## src/sv/u8v_pkg.sv

```systemverilog
`timescale 1ns / 1ps
// ----------------------------------------------------------------------------
// u8v_pkg
// Shared types, codes and the lead byte decode for the UTF-8 string validator.
// ----------------------------------------------------------------------------
package u8v_pkg;

    localparam int unsigned BYTE_W     = 8;
    localparam int unsigned STATUS_W   = 2;
    localparam int unsigned OUT_DATA_W = 8;
    localparam int unsigned CFG_ADDR_W = 1;
    localparam int unsigned CFG_DATA_W = 1;

    typedef enum logic [CFG_ADDR_W-1:0] {
        CFG_REQUIRE_TERMINATOR = 1'b0,
        CFG_REJECT_EMPTY       = 1'b1
    } t_cfg_addr;

    typedef enum logic [STATUS_W-1:0] {
        ST_VALID    = 2'd0,
        ST_INVALID  = 2'd1,
        ST_OVERFLOW = 2'd2
    } t_status;

    typedef struct packed {
        logic require_terminator;
        logic reject_empty;
    } t_cfg;

    typedef struct packed {
        logic       ok;
        logic [1:0] win;
    } t_lead;

    // continuation bytes owed by a lead byte
    function automatic t_lead lead_window(input logic [BYTE_W-1:0] b);
        t_lead r;
        r.ok  = 1'b1;
        r.win = 2'd0;
        if (b inside {[8'h00:8'h7f]}) begin
            r.win = 2'd0;
        end else if (b inside {[8'hc0:8'hdf]}) begin
            r.win = 2'd1;
        end else if (b inside {[8'he0:8'hef]}) begin
            r.win = 2'd2;
        end else if (b inside {[8'hf0:8'hf4]}) begin
            r.win = 2'd3;
        end else begin
            r.ok = 1'b0;
        end
        return r;
    endfunction

    function automatic logic is_cont(input logic [BYTE_W-1:0] b);
        return b inside {[8'h80:8'hbf]};
    endfunction

endpackage

```

## src/sv/u8v_scan.sv

```systemverilog
`timescale 1ns / 1ps
// ----------------------------------------------------------------------------
// u8v_scan
// Per-string scan state: window counter, error tracking and final status.
// ----------------------------------------------------------------------------
module u8v_scan (
    input  logic                         i_clk,
    input  logic                         i_rst_n,
    input  logic                         i_step,
    input  logic [u8v_pkg::BYTE_W-1:0]   i_byte,
    input  logic                         i_last,
    input  u8v_pkg::t_cfg                i_cfg,
    output u8v_pkg::t_status             o_status
);

    logic [1:0]       r_win;
    logic             r_bad;
    u8v_pkg::t_status r_ferr;
    logic             r_first;

    logic [1:0]       n_win;
    logic             n_bad;
    u8v_pkg::t_status n_ferr;
    logic             n_first;

    u8v_pkg::t_lead   w_lead;
    logic [1:0]       w_win_dec;
    logic             w_bad_acc;
    u8v_pkg::t_status w_ferr_upd;

    assign w_lead    = u8v_pkg::lead_window(i_byte);
    assign w_win_dec = r_win - 2'd1;
    assign w_bad_acc = r_bad | ~u8v_pkg::is_cont(i_byte);

    always_comb begin
        n_win      = r_win;
        n_bad      = r_bad;
        w_ferr_upd = r_ferr;
        if (r_ferr == u8v_pkg::ST_VALID) begin
            if (r_win != 2'd0) begin
                n_win = w_win_dec;
                n_bad = w_bad_acc;
                if (w_win_dec == 2'd0) begin
                    if (w_bad_acc) begin
                        w_ferr_upd = u8v_pkg::ST_INVALID;
                    end
                    n_bad = 1'b0;
                end else if (i_last) begin
                    w_ferr_upd = u8v_pkg::ST_OVERFLOW;
                end
            end else if (i_byte == '0 && !i_last) begin
                w_ferr_upd = u8v_pkg::ST_INVALID;
            end else if (!w_lead.ok) begin
                w_ferr_upd = u8v_pkg::ST_INVALID;
            end else if (w_lead.win != 2'd0) begin
                if (i_last) begin
                    w_ferr_upd = u8v_pkg::ST_OVERFLOW;
                end else begin
                    n_win = w_lead.win;
                    n_bad = 1'b0;
                end
            end
        end
        n_ferr  = w_ferr_upd;
        n_first = i_last;
        if (i_last) begin
            n_win  = 2'd0;
            n_bad  = 1'b0;
            n_ferr = u8v_pkg::ST_VALID;
        end
    end

    always_comb begin
        if (i_cfg.require_terminator && i_byte != '0) begin
            o_status = u8v_pkg::ST_INVALID;
        end else begin
            o_status = w_ferr_upd;
        end
        if (o_status == u8v_pkg::ST_VALID && i_cfg.reject_empty && r_first
            && i_byte == '0) begin
            o_status = u8v_pkg::ST_INVALID;
        end
    end

    always_ff @(posedge i_clk) begin
        if (!i_rst_n) begin
            r_win   <= 2'd0;
            r_bad   <= 1'b0;
            r_ferr  <= u8v_pkg::ST_VALID;
            r_first <= 1'b1;
        end else if (i_step) begin
            r_win   <= n_win;
            r_bad   <= n_bad;
            r_ferr  <= n_ferr;
            r_first <= n_first;
        end
    end

endmodule

```

## src/sv/utf8_string_validator.sv

```systemverilog
`timescale 1ns / 1ps
// ----------------------------------------------------------------------------
// utf8_string_validator
// Checks a byte stream for well-formed UTF-8 strings, one status per string.
// ----------------------------------------------------------------------------
// Usage:
//   Slave channel: one string byte per beat in tdata, tlast on its final byte.
//   Master channel: one beat per string carrying the status (0 valid,
//   1 invalid format, 2 sequence runs past the string end).
//   Throughput is one byte per cycle while no final byte waits for the
//   status register; the scan state update is the per-byte work, done
//   between the input register and the status register. A final byte is
//   held in the input register, and its status goes to the status register.
//   When the master side stalls, bytes that are not final keep flowing in;
//   a final byte waits in the input register until the status register
//   frees up, and the slave side is held off only while it waits.
//   Configuration writes are taken at any edge with i_cfg_we high and should
//   be issued while no string is in flight. Reset sets require_terminator to
//   1, reject_empty to 0, and clears all per-string state.
// ----------------------------------------------------------------------------
module utf8_string_validator (
    input  logic                             i_clk,
    input  logic                             i_rst_n,
    input  logic                             i_s_axis_tvalid,
    output logic                             o_s_axis_tready,
    input  logic [u8v_pkg::BYTE_W-1:0]       i_s_axis_tdata,  // [7:0] byte_value
    input  logic                             i_s_axis_tlast,  // last_byte
    output logic                             o_m_axis_tvalid,
    input  logic                             i_m_axis_tready,
    output logic [u8v_pkg::OUT_DATA_W-1:0]   o_m_axis_tdata,  // [1:0] status, [7:2] zero
    input  logic                             i_cfg_we,
    input  logic [u8v_pkg::CFG_ADDR_W-1:0]   i_cfg_addr,
    input  logic [u8v_pkg::CFG_DATA_W-1:0]   i_cfg_data
);

    u8v_pkg::t_cfg                 r_cfg;
    logic                          r_in_valid;
    logic [u8v_pkg::BYTE_W-1:0]    r_in_byte;
    logic                          r_in_last;
    logic                          r_out_valid;
    u8v_pkg::t_status              r_out_status;

    logic                          w_out_free;
    logic                          w_adv;
    logic                          w_in_acc;
    u8v_pkg::t_status              w_status;

    assign w_out_free      = !r_out_valid || i_m_axis_tready;
    assign w_adv           = r_in_valid && (!r_in_last || w_out_free);
    assign o_s_axis_tready = !r_in_valid || w_adv;
    assign w_in_acc        = i_s_axis_tvalid && o_s_axis_tready;

    always_ff @(posedge i_clk) begin
        if (!i_rst_n) begin
            r_cfg.require_terminator <= 1'b1;
            r_cfg.reject_empty       <= 1'b0;
        end else if (i_cfg_we) begin
            case (u8v_pkg::t_cfg_addr'(i_cfg_addr))
                u8v_pkg::CFG_REQUIRE_TERMINATOR: r_cfg.require_terminator <= i_cfg_data[0];
                u8v_pkg::CFG_REJECT_EMPTY:       r_cfg.reject_empty       <= i_cfg_data[0];
                default: ;
            endcase
        end
    end

    always_ff @(posedge i_clk) begin
        if (!i_rst_n) begin
            r_in_valid <= 1'b0;
        end else if (o_s_axis_tready) begin
            r_in_valid <= i_s_axis_tvalid;
        end
    end

    always_ff @(posedge i_clk) begin
        if (w_in_acc) begin
            r_in_byte <= i_s_axis_tdata;
            r_in_last <= i_s_axis_tlast;
        end
    end

    u8v_scan u_scan (
        .i_clk    (i_clk),
        .i_rst_n  (i_rst_n),
        .i_step   (w_adv),
        .i_byte   (r_in_byte),
        .i_last   (r_in_last),
        .i_cfg    (r_cfg),
        .o_status (w_status)
    );

    always_ff @(posedge i_clk) begin
        if (!i_rst_n) begin
            r_out_valid <= 1'b0;
        end else if (w_out_free) begin
            r_out_valid <= w_adv && r_in_last;
        end
    end

    always_ff @(posedge i_clk) begin
        if (w_adv && r_in_last) begin
            r_out_status <= w_status;
        end
    end

    assign o_m_axis_tvalid = r_out_valid;
    assign o_m_axis_tdata  = {{(u8v_pkg::OUT_DATA_W - u8v_pkg::STATUS_W){1'b0}}, r_out_status};

    a_status_code: assert property (@(posedge i_clk) disable iff (!i_rst_n)
        o_m_axis_tvalid |-> o_m_axis_tdata[1:0] != 2'd3)
        else $error("status code out of range");

    a_mid_no_stall: assert property (@(posedge i_clk) disable iff (!i_rst_n)
        (r_in_valid && !r_in_last) |-> o_s_axis_tready)
        else $error("non-final byte stalled the input");

    a_final_to_out: assert property (@(posedge i_clk) disable iff (!i_rst_n)
        (w_adv && r_in_last) |=> o_m_axis_tvalid)
        else $error("final byte produced no status beat");

endmodule

```

## config.mk

```make
export PLATFORM = sky130hd
export DESIGN_NAME = utf8_string_validator
export DESIGN_NICKNAME = d
export VERILOG_FILES = /design/src/sv/u8v_pkg.sv /design/src/sv/u8v_scan.sv /design/src/sv/utf8_string_validator.sv
export SDC_FILE = /design/constraint.sdc
export NUM_CORES = 1
export LEC_CHECK = 0
export BUFFER_PORTS_ARGS = -buffer_cell sky130_fd_sc_hd__buf_2
export CORE_UTILIZATION = 47
export DETAILED_ROUTE_END_ITERATION = 8
export PLACE_DENSITY_LB_ADDON = 0.12
export SLEW_MARGIN = 20
export SYNTH_ARGS = -nofsm -noshare
export SYNTH_HDL_FRONTEND = slang
export SYNTH_SLANG_ARGS = --single-unit
```

## constraint.sdc

```tcl
create_clock -name i_clk -period 2.1 [get_ports i_clk]
set_input_delay 0.315 -clock i_clk [delete_from_list [all_inputs] [get_ports i_clk]]
set_output_delay 0.315 -clock i_clk [all_outputs]
set_load 0.005 [all_outputs]
```

=== Word-level counts from Yosys, hierarchy flattened ===
Index checks and enable logic that the tools add are counted.

* Memory bits (writable): 0
* Register bits after elaboration: 21
* Bits in read-only memories: 0
* Latch bits: 0
* Memories kept: 0
* Logic and storage cells: 89
* Output and inout bits: 10
* Bits of input ports: 16

* Equal/unequal tests: 1
* Reduce and logical (&&, ||, !) cells: 32
* Shift-type cells: 0
* Bitwise operators: 3
* $lt $le $gt $ge: 10
* Multiply operators: 0
* Div/mod/pow operators: 0
* $add $sub $neg: 1
* Multiplexer cells: 31

{| class="wikitable"
|+ Operators with widths
! operator !! number
|-
| 2-bit two-way mux || 20
|-
| 8-bit >= comparator, second input constant || 4
|-
| 8-bit <= comparator, second input constant || 4
|-
| 1-bit logical AND || 13
|-
| 1-bit two-way mux || 11
|-
| 8-bit by 1-bit >= comparator with 1-bit output, second input constant || 1
|-
| 8-bit by 7-bit <= comparator with 1-bit output, second input constant || 1
|-
| 8-bit logical NOT || 1
|-
| 8-bit nonzero test || 1
|-
| 2-bit logical NOT || 3
|-
| 2-bit nonzero test || 3
|-
| 3-bit nonzero test || 2
|-
| 5-bit AND reduction || 1
|-
| 2-bit AND reduction || 2
|-
| 1-bit logical NOT || 3
|-
| 1-bit logical OR || 3
|-
| 3-bit by 2-bit != test with 1-bit output, second input constant || 1
|-
| 1-bit inverter || 2
|-
| 2-bit by 1-bit subtractor with 2-bit output, second input constant || 1
|-
| 1-bit OR || 1
|}

=== Depth between registers and ports, before layout ===
Gate-level depths: netlist (run 1).

* Depth after elaboration: 17
* Gate-level depth with buffers: 5
* Mapped depth without buffers: 5

=== Hierarchy ===
From an unflattened synthesis (run 1), not the netlist that was laid out.

* Cell total of the unflattened synthesis: 94
* Area total of the unflattened synthesis: 1026.0 um2

{| class="wikitable"
|+ By module, submodules not included
! module !! area an instance (um2) !! seq. area each (um2) !! instances !! cells each
|-
| utf8_string_validator || 583.1 || 410.4 || 1 || 39
|-
| u8v_scan || 442.9 || 120.1 || 1 || 55
|}

=== Worst setup path after synthesis (run 1) ===
OpenSTA, ideal clock, no wires.

* Path type: flip-flop to flip-flop
* From: reg r_in_last
* To: reg r_out_status[0], data pin
* Path buffers: 1
* Slack: 0.605 ns
* Clock period less this slack: 1.495 ns
* Data arrival time: 1.315 ns
* Required time: 1.920 ns
* Stages on the path, launching flop included: 6
* Library setup time: 0.180 ns
* Path through: edfxtp_1 > buf_6 > nor2b_4 > and3_4 > a221o_1 > o311ai_1

* Longest elaborated chain between the ends: 11
* Elaborated cells between the ends (all ways): 14
* Classes of those cells: 8 x mux; 6 x reduce/logical

{| class="wikitable"
|+ RTL lines
! element !! RTL line !! text
|-
| start, declared || utf8_string_validator.sv:39 || <nowiki>logic r_in_last;</nowiki>
|-
| start signal, assigned || utf8_string_validator.sv:77 || <nowiki>r_in_last <= i_s_axis_tlast;</nowiki>
|-
| 2-bit two-way mux || u8v_scan.sv:48, u8v_scan.sv:56 ||
|-
| 2-bit two-way mux || u8v_scan.sv:55 || <nowiki>end else if (w_lead.win != 2'd0) begin</nowiki>
|-
| 2-bit two-way mux || u8v_scan.sv:53 || <nowiki>end else if (!w_lead.ok) begin</nowiki>
|-
| 2-bit two-way mux || u8v_scan.sv:51 || <nowiki>end else if (i_byte == '0 && !i_last) begin</nowiki>
|-
| 2-bit two-way mux * || u8v_scan.sv:40 || <nowiki>if (r_win != 2'd0) begin</nowiki>
|-
| 2-bit two-way mux * || u8v_scan.sv:39 || <nowiki>if (r_ferr == u8v_pkg::ST_VALID) begin</nowiki>
|-
| 2-bit two-way mux * || u8v_scan.sv:74 || <nowiki>if (i_cfg.require_terminator && i_byte != '0) begin</nowiki>
|-
| 2-bit logical NOT || u8v_scan.sv:79 || <nowiki>if (o_status == u8v_pkg::ST_VALID && i_cfg.reject_empty && r_first</nowiki>
|-
| 1-bit logical AND (2 in series) || u8v_scan.sv:79 ||
|-
| 1-bit logical AND || u8v_scan.sv:80 || <nowiki>&& i_byte == '0) begin</nowiki>
|-
| end signal, assigned || utf8_string_validator.sv:101 || <nowiki>r_out_status <= w_status;</nowiki>
|-
| end, declared || utf8_string_validator.sv:41 || <nowiki>u8v_pkg::t_status r_out_status;</nowiki>
|}

Every way passes the cells marked *; elsewhere a longest branch is shown, timed or not.
A chain may end at the register's enable or synchronous reset.

=== Final worst setup path (run 1) ===
* From: reg r_in_byte[7] (netlist name)
* To: reg r_out_status[0], data pin

* Longest elaborated chain between the ends: 17
* Elaborated cells between the ends (all ways): 42
* Classes of those cells: 10 x order compare; 16 x mux; 2 x bitwise; 14 x reduce/logical

{| class="wikitable"
|+ RTL lines
! element !! RTL line !! text
|-
| start, declared || utf8_string_validator.sv:38 || <nowiki>logic [u8v_pkg::BYTE_W-1:0] r_in_byte;</nowiki>
|-
| start signal, assigned || utf8_string_validator.sv:76 || <nowiki>r_in_byte <= i_s_axis_tdata;</nowiki>
|-
| 8-bit >= comparator or 8-bit <= comparator (tied branches) || u8v_pkg.sv:46 || <nowiki>end else if (b inside {[8'hf0:8'hf4]}) begin</nowiki>
|-
| 1-bit logical AND || u8v_pkg.sv:46 ||
|-
| 2-bit two-way mux || u8v_pkg.sv:46 ||
|-
| 2-bit two-way mux || u8v_pkg.sv:44 || <nowiki>end else if (b inside {[8'he0:8'hef]}) begin</nowiki>
|-
| 2-bit two-way mux || u8v_pkg.sv:42 || <nowiki>end else if (b inside {[8'hc0:8'hdf]}) begin</nowiki>
|-
| 2-bit two-way mux || u8v_pkg.sv:40 || <nowiki>if (b inside {[8'h00:8'h7f]}) begin</nowiki>
|-
| 2-bit nonzero test || u8v_scan.sv:55 ||
|-
| 2-bit two-way mux || u8v_scan.sv:55 ||
|-
| 2-bit two-way mux || u8v_scan.sv:53 ||
|-
| 2-bit two-way mux || u8v_scan.sv:51 ||
|-
| 2-bit two-way mux || u8v_scan.sv:40 ||
|-
| 2-bit two-way mux || u8v_scan.sv:39 ||
|-
| 2-bit two-way mux || u8v_scan.sv:74 ||
|-
| 2-bit logical NOT || u8v_scan.sv:79 ||
|-
| 1-bit logical AND (2 in series) || u8v_scan.sv:79 ||
|-
| 1-bit logical AND || u8v_scan.sv:80 ||
|}

Several ways; a longest one is shown, not always the timed one.

==> results of run 1 <==
[flip-flops by register name (all words and copies together), names as in the netlist]
register / cells
r_in_last: 1
u_scan.r_first: 1
u_scan.r_ferr: 2
u_scan.r_win: 2
u_scan.r_bad: 1
o_m_axis_tvalid: 1
r_out_status: 2
r_cfg: 2
r_in_byte: 8
r_in_valid: 1
[worst register-to-register path: stages (launching register included)]
cell,delay (ns)
edfxtp_1,0.49
and2_1,0.21
and3_4,0.17
a221o_1,0.30
o311ai_1,0.27
[metal layers]
metal,part of all wire,vias up,GRT usage
met5,0,-,0
met2,0.50,42,0.3037
met1,0.43,387,0.2106
li1,-,414,-
met3,0.055,3,0.03738
met4,0.015,0,0.08571
[cell type report]
cell class	instances	share of cell area
multi-input cells	73	0.3943
repair buffers	21	0.09352
clock buffers	3	0.01913
inverters	3	0.009564
well taps	27	0.02869
clock inverters	1	0.004251
flip-flops and latches	21	0.4506
[synth_stat cells, drive strengths merged (2+ instances only)]
master	count
o211ai	2
a21boi	4
nand3	7
nand2	10
o2bb2ai	2
nand2b	3
inv	3
edfxtp	11
o21ai	4
buf	7
clkbuf	3
and2b	2
and3	2
a31oi	2
a21oi	4
nor2b	2
nor2	2
dfxtp	10
nand3b	2
nor4	3
[worst paths after layout]
path | start | slack [ns] | to | depth (start not counted)
setup reg to reg | r_in_byte[7]$_DFFE_PP_ | 0.50 | r_out_status[0]$_SDFFCE_PP1P_ | 4
hold / removal | i_s_axis_tlast | 0.17 | r_in_last$_DFFE_PP_ | 1
hold reg to reg | r_cfg[0]$_SDFFE_PN0P_ | 0.50 | r_cfg[0]$_SDFFE_PN0P_ | 2
setup / recovery | r_in_byte[7]$_DFFE_PP_ | 0.50 | r_out_status[0]$_SDFFCE_PP1P_ | 4
[power groups by stage]
stage / clock (mW) / combinational (mW) / sequential (mW)
finish: 0.195 / 0.0759 / 0.464
global route: 0.212 / 0.0844 / 0.467
CTS: 0.203 / 0.0757 / 0.464
detailed placement: 0 / 0.0752 / 0.473
global placement: 0 / 0.0740 / 0.472
floorplan: 0 / 0.0605 / 0.468
[cells by family after synthesis]
logic type | after synthesis | synth area share
buf+inv | 13 | 0.07473
other cells | 1 | 0.003555
simple gates | 39 | 0.2254
compound gates | 27 | 0.1839
mux | 1 | 0.009490
flops | 21 | 0.5030
==> out/metrics.yaml, run 1 <==
run_status: "complete, no violations"
synthTopCellsByArea: "edfxtp_1 (31%), dfxtp_1 (19%), buf_4 (4.3%)"
fin_util: 0.5766
path_clk_slew_ns: 0.11
clock_latency_ns: 0.31
drive_gt1_frac: 0.2459
syn2layout_area_growth_pct: 11.63
cp-start-kind: "register"
vias: 846
arrival_ns: 1.74
multi_input_area_um2: 464.2
ys_types: 40
setup_tns_ns: 0
worstPathMaxFanout: 7
initial_core_util: 0.5165
netlist_instances: 102
p_per_area_mw_per_mm2: 624.4
whs_ns: 0.1692
hold_viol_final: 0
cell_internal_pwr_mw: 0.5580
routedWlPerCell_um: 12.83
postCtsHoldBufs: 0
finalWeightedCongestion: 0.8367
finalCriticalPeriod_ns: 1.603
hpwl_mm: 1.438
yosys.area.top_type_share: 0.3132
grt_max_degree: 13
seqCellArea_um2: 530.5
nFillCells: 181
crit_slowest_cell: "edfxtp_1"
clock-skew-final_ns: 0.001410
num-nets-final: 139
antenna-diode-count: 0
cp_cell_sequence: "and2_1 > and3_4 > a221o_1 > o311ai_1"
max_freq_mhz: 623.7
cts_resized: 0
yosys_warnings: 0
leakage_nw: 0.4653
fin_ws_ns: 0.4968
finalMaxSlewViolations: 0
worst_ep_required_time_ns: 2.24
synth_async_sr_flop_share: 0
htreeDepth: 1
die_w_um: 49.37
antenna_left: 0
critPathMaxStageDelay_ns: 0.49
switchingPower_mw: 0.1772
place_area_mm2: 0.001150
layout_common_cells: "buf_2 (19), edfxtp_1 (11), nand2_1 (10), dfxtp_1 (10), nand3_1 (7)"
synth_seq_area_share: 0.5030
final_common_cell: "buf_2"
fin_area_mm2: 0.001177
stdcell_count: 149
synth_area_mm2: 0.001055
drc: 0
rows: 16
viasPerCell: 5.678
clock_sinks: 21
p_seq_frac: 0.631
min_period_over_period: 0.7634
root_buffer: "clkbuf_4"
portBuffers: 19
hp-class: "input port to register"
grt_setup_unrepaired: "no"
core_area_mm2: 0.002042
clockBufferDepth: 2
worst-path-buf-inv: 0
switching_share: 0.2410
postCtsSetupBuffers: 0
grt_pass1_vias: 746
cts_tree: "built"
synth_edf_count: 11
place_ws_ns: 0.5418
power.share.combinational: 0.103
cts_buffers: 3
ioPinCount: 26
p_clk_frac: 0.265
synth_top_flop_cell: "edfxtp_1"
synth_top_area_cell: "edfxtp_1"
dr.first_iter.drc_count: 42
fp.dieArea_mm2: 0.002437
track_usage: 0.1777
drt_wl_total_mm: 1.911
setup_violations: 0
globalRouteOverflowTotal: 0
grt_first_pass_wirelength_mm: 3.256
power_mw: 0.7352
critPathTopFamily: "compound AO/OA/AOI/OAI gates"
dpl.cell_count: 145
cp-end-kind: "register"
ir_drop_v: 0.0003861
drv_cap: 0
fp.dieH_um: 49.37
path_class: "register to register"
antenna_found_initial: 0
yosys_register_bits: 21
dr.pass1.iters: 4
syn_avg_cell_area_um2: 10.34
Power figures use the tool's default switching activity.
==> inputs of run 2 (changes only) <==
Clock period 2.1 ns to 1.6 ns, I/O delays scaled along.
==> run 2 against run 1 <==
  * Clock-buffer cell count is 1 higher
  * Flip-flop and latch count stayed put
  * Sequential share of layout area is 2.2 points lower
  * Cell area is 5.1% higher
  * Critical path depth stayed put
  * Total power is 32% higher
  * Clock skew is 0.00056 ns lower
  * Die area stayed put
  * Maximum frequency is 0.80% higher
  * Non-clock buffer count is 2 higher
  * Critical endpoint unchanged
  * Core utilization is 2.9 points higher
==> out/metrics.yaml, run 2 (synthesis results as in run 1) <==
viasPerCell: 5.695  # was 5.678
grt_max_degree: 12  # was 13
critPathTopFamily: "compound AO/OA/AOI/OAI gates"  # unchanged
crit_slowest_cell: "edfxtp_1"  # unchanged
grt_setup_unrepaired: "yes"  # was no
htreeDepth: 1  # unchanged
final_common_cell: "buf_2"  # unchanged
met2WireLength_mm: 1.093  # was 951 um
rows: 16  # unchanged
drive_gt1_frac: 0.3145  # was 0.2459
clock-skew-final_ns: 0.0008534  # was 0.001410 ns
finalWeightedCongestion: 0.8529  # was 0.8367
critPathMaxStageDelay_ns: 0.44  # was 0.49 ns
fp.dieArea_mm2: 0.002437  # unchanged
arrival_ns: 1.64  # was 1.74 ns
fin_ws_ns: 0.009532  # was 0.4968 ns
setup_violations: 0  # unchanged
die_w_um: 49.37  # unchanged
path_clk_slew_ns: 0.11  # about the same
clock_sinks: 21  # unchanged
p_per_area_mw_per_mm2: 787.1  # was 624.4 mW/mm2
cell_internal_pwr_mw: 0.7438  # was 0.5580 mW
cts_tree: "built"  # unchanged
drc: 0  # unchanged
syn2layout_area_growth_pct: 17.32  # was 11.63%
place_ws_ns: 0.04622  # was 0.5418 ns
worst_ep_required_time_ns: 1.65  # was 2.24 ns
dr.pass1.iters: 5  # was 4
leakage_nw: 0.4821  # was 0.4653 nW
track_usage: 0.1822  # was 0.1777
cp_cell_sequence: "o21a_1 > o21ai_0 > o211a_1 > o311ai_2"  # was and2_1 > and3_4 > a221o_1 > o311ai_1
cp-end-kind: "register"  # unchanged
clockBufferDepth: 2  # unchanged
ioPinCount: 26  # unchanged
run_status: "complete, no violations"  # unchanged
dr.first_iter.drc_count: 14  # was 42
fin_util: 0.6060  # was 0.5766
ir_drop_v: 0.0007289  # was 0.0003861 V
worstPathMaxFanout: 4  # was 7
path_class: "register to register"  # unchanged
routedWlPerCell_um: 14.12  # was 12.83 um
max_freq_mhz: 628.7  # was 623.7 MHz
antenna_left: 0  # unchanged
met1Wirelength_um: 902  # was 824 um
setup_tns_ns: 0  # unchanged
top_layer: "met4"  # unchanged
power.share.combinational: 0.116  # was 0.103
hold_viol_final: 0  # unchanged
min_period_over_period: 0.9940  # was 0.7634
clock_latency_ns: 0.30  # was 0.31 ns
finalMaxSlewViolations: 0  # unchanged
num-nets-final: 141  # was 139
cts_buffers: 3  # unchanged
switchingPower_mw: 0.2302  # was 0.1772 mW
grt_first_pass_wirelength_mm: 3.394  # was 3.256 mm
p_clk_frac: 0.254  # was 0.265
layout_common_cells: "buf_2 (19), edfxtp_1 (11), nand2_1 (10), dfxtp_1 (10), nand3_1 (7)"  # unchanged
initial_core_util: 0.5165  # unchanged
whs_ns: 0.1080  # was 0.1692 ns
antenna-diode-count: 0  # unchanged
vias: 860  # was 846
fp.dieH_um: 49.37  # unchanged
grt_pass1_vias: 783  # was 746
hp-class: "input port to register"  # unchanged
top_register: "r_in_byte"  # unchanged
switching_share: 0.2363  # was 0.2410
largest_reg_flops: 8  # unchanged
cp-start-kind: "register"  # unchanged
drv_cap: 0  # unchanged
root_buffer: "clkbuf_4"  # unchanged
core_area_mm2: 0.002042  # unchanged
finalCriticalPeriod_ns: 1.590  # was 1.603 ns
drt_wl_total_mm: 2.132  # was 1.911 mm
antenna_found_initial: 0  # unchanged
globalRouteOverflowTotal: 0  # unchanged
p_seq_frac: 0.630  # was 0.631
hpwl_mm: 1.496  # was 1.438 mm
portBuffers: 19  # unchanged
wl_met3_um: 88  # was 105 um
worst-path-buf-inv: 0  # unchanged
run 2: changes by cell type in the layout (fill, tap and decap cells not counted), sizes merged:
cell	previous run	this run
clkbuf	3	4
clkinv	1	0
buf	21	23
run 2: final cells by class:
type	count	area (um2)
clock buffers	4	26.28
fillers	192	804.5
inverters	3	11.26
multi-input cells	73	510.5
flip-flops and latches	21	530.5
well taps	27	33.78
repair buffers	23	125.1
run 2: worst paths after layout:
kind / end / cells past startpoint / from / slack, ns
worst max-delay path: r_out_status[0]$_SDFFCE_PP1P_ / 4 / r_in_byte[0]$_DFFE_PP_ / 0.01
worst min-delay path: r_in_last$_DFFE_PP_ / 1 / i_s_axis_tlast / 0.11
worst max register to register: r_out_status[0]$_SDFFCE_PP1P_ / 4 / r_in_byte[0]$_DFFE_PP_ / 0.01
worst min register to register: r_cfg[0]$_SDFFE_PN0P_ / 2 / r_cfg[0]$_SDFFE_PN0P_ / 0.49
run 2: worst register-to-register path, cell delays in order, from the launching register on:
cell	delay (ns)
edfxtp_1	0.44
o21a_1	0.25
o21ai_0	0.30
o211a_1	0.26
o311ai_2	0.11
run 2: repair_timing:
action / in CTS / in global routing
gates resized for setup: 0 / 10
endpoints found under the setup margin: 0 / 1
hold buffers: 0 / 0
setup buffers: 0 / 1
run 2: layer usage:
metal / global-route usage / vias to the layer above
met5: 0 / -
li1: - / 415
met4: 0.06667 / 0
met2: 0.3151 / 38
met3: 0.03115 / 6
met1: 0.2262 / 401
run 2: metrics by stage:
step	cell area (um2)	std cells	total power, mW
finish	1237	151	0.9740
floorplan	1074	107	0.6931
detailed placement	1157	146	0.7226
global route	1237	151	1.028
global placement	1157	146	0.7191
CTS	1184	150	0.9658
run 2: power groups by stage:
stage | Clock [mW] | Combinational (mW) | Sequential (mW)
global placement | 0 | 0.0995 | 0.620
global route | 0.286 | 0.125 | 0.617
CTS | 0.255 | 0.103 | 0.609
detailed placement | 0 | 0.102 | 0.621
finish | 0.247 | 0.113 | 0.614
floorplan | 0 | 0.0794 | 0.614
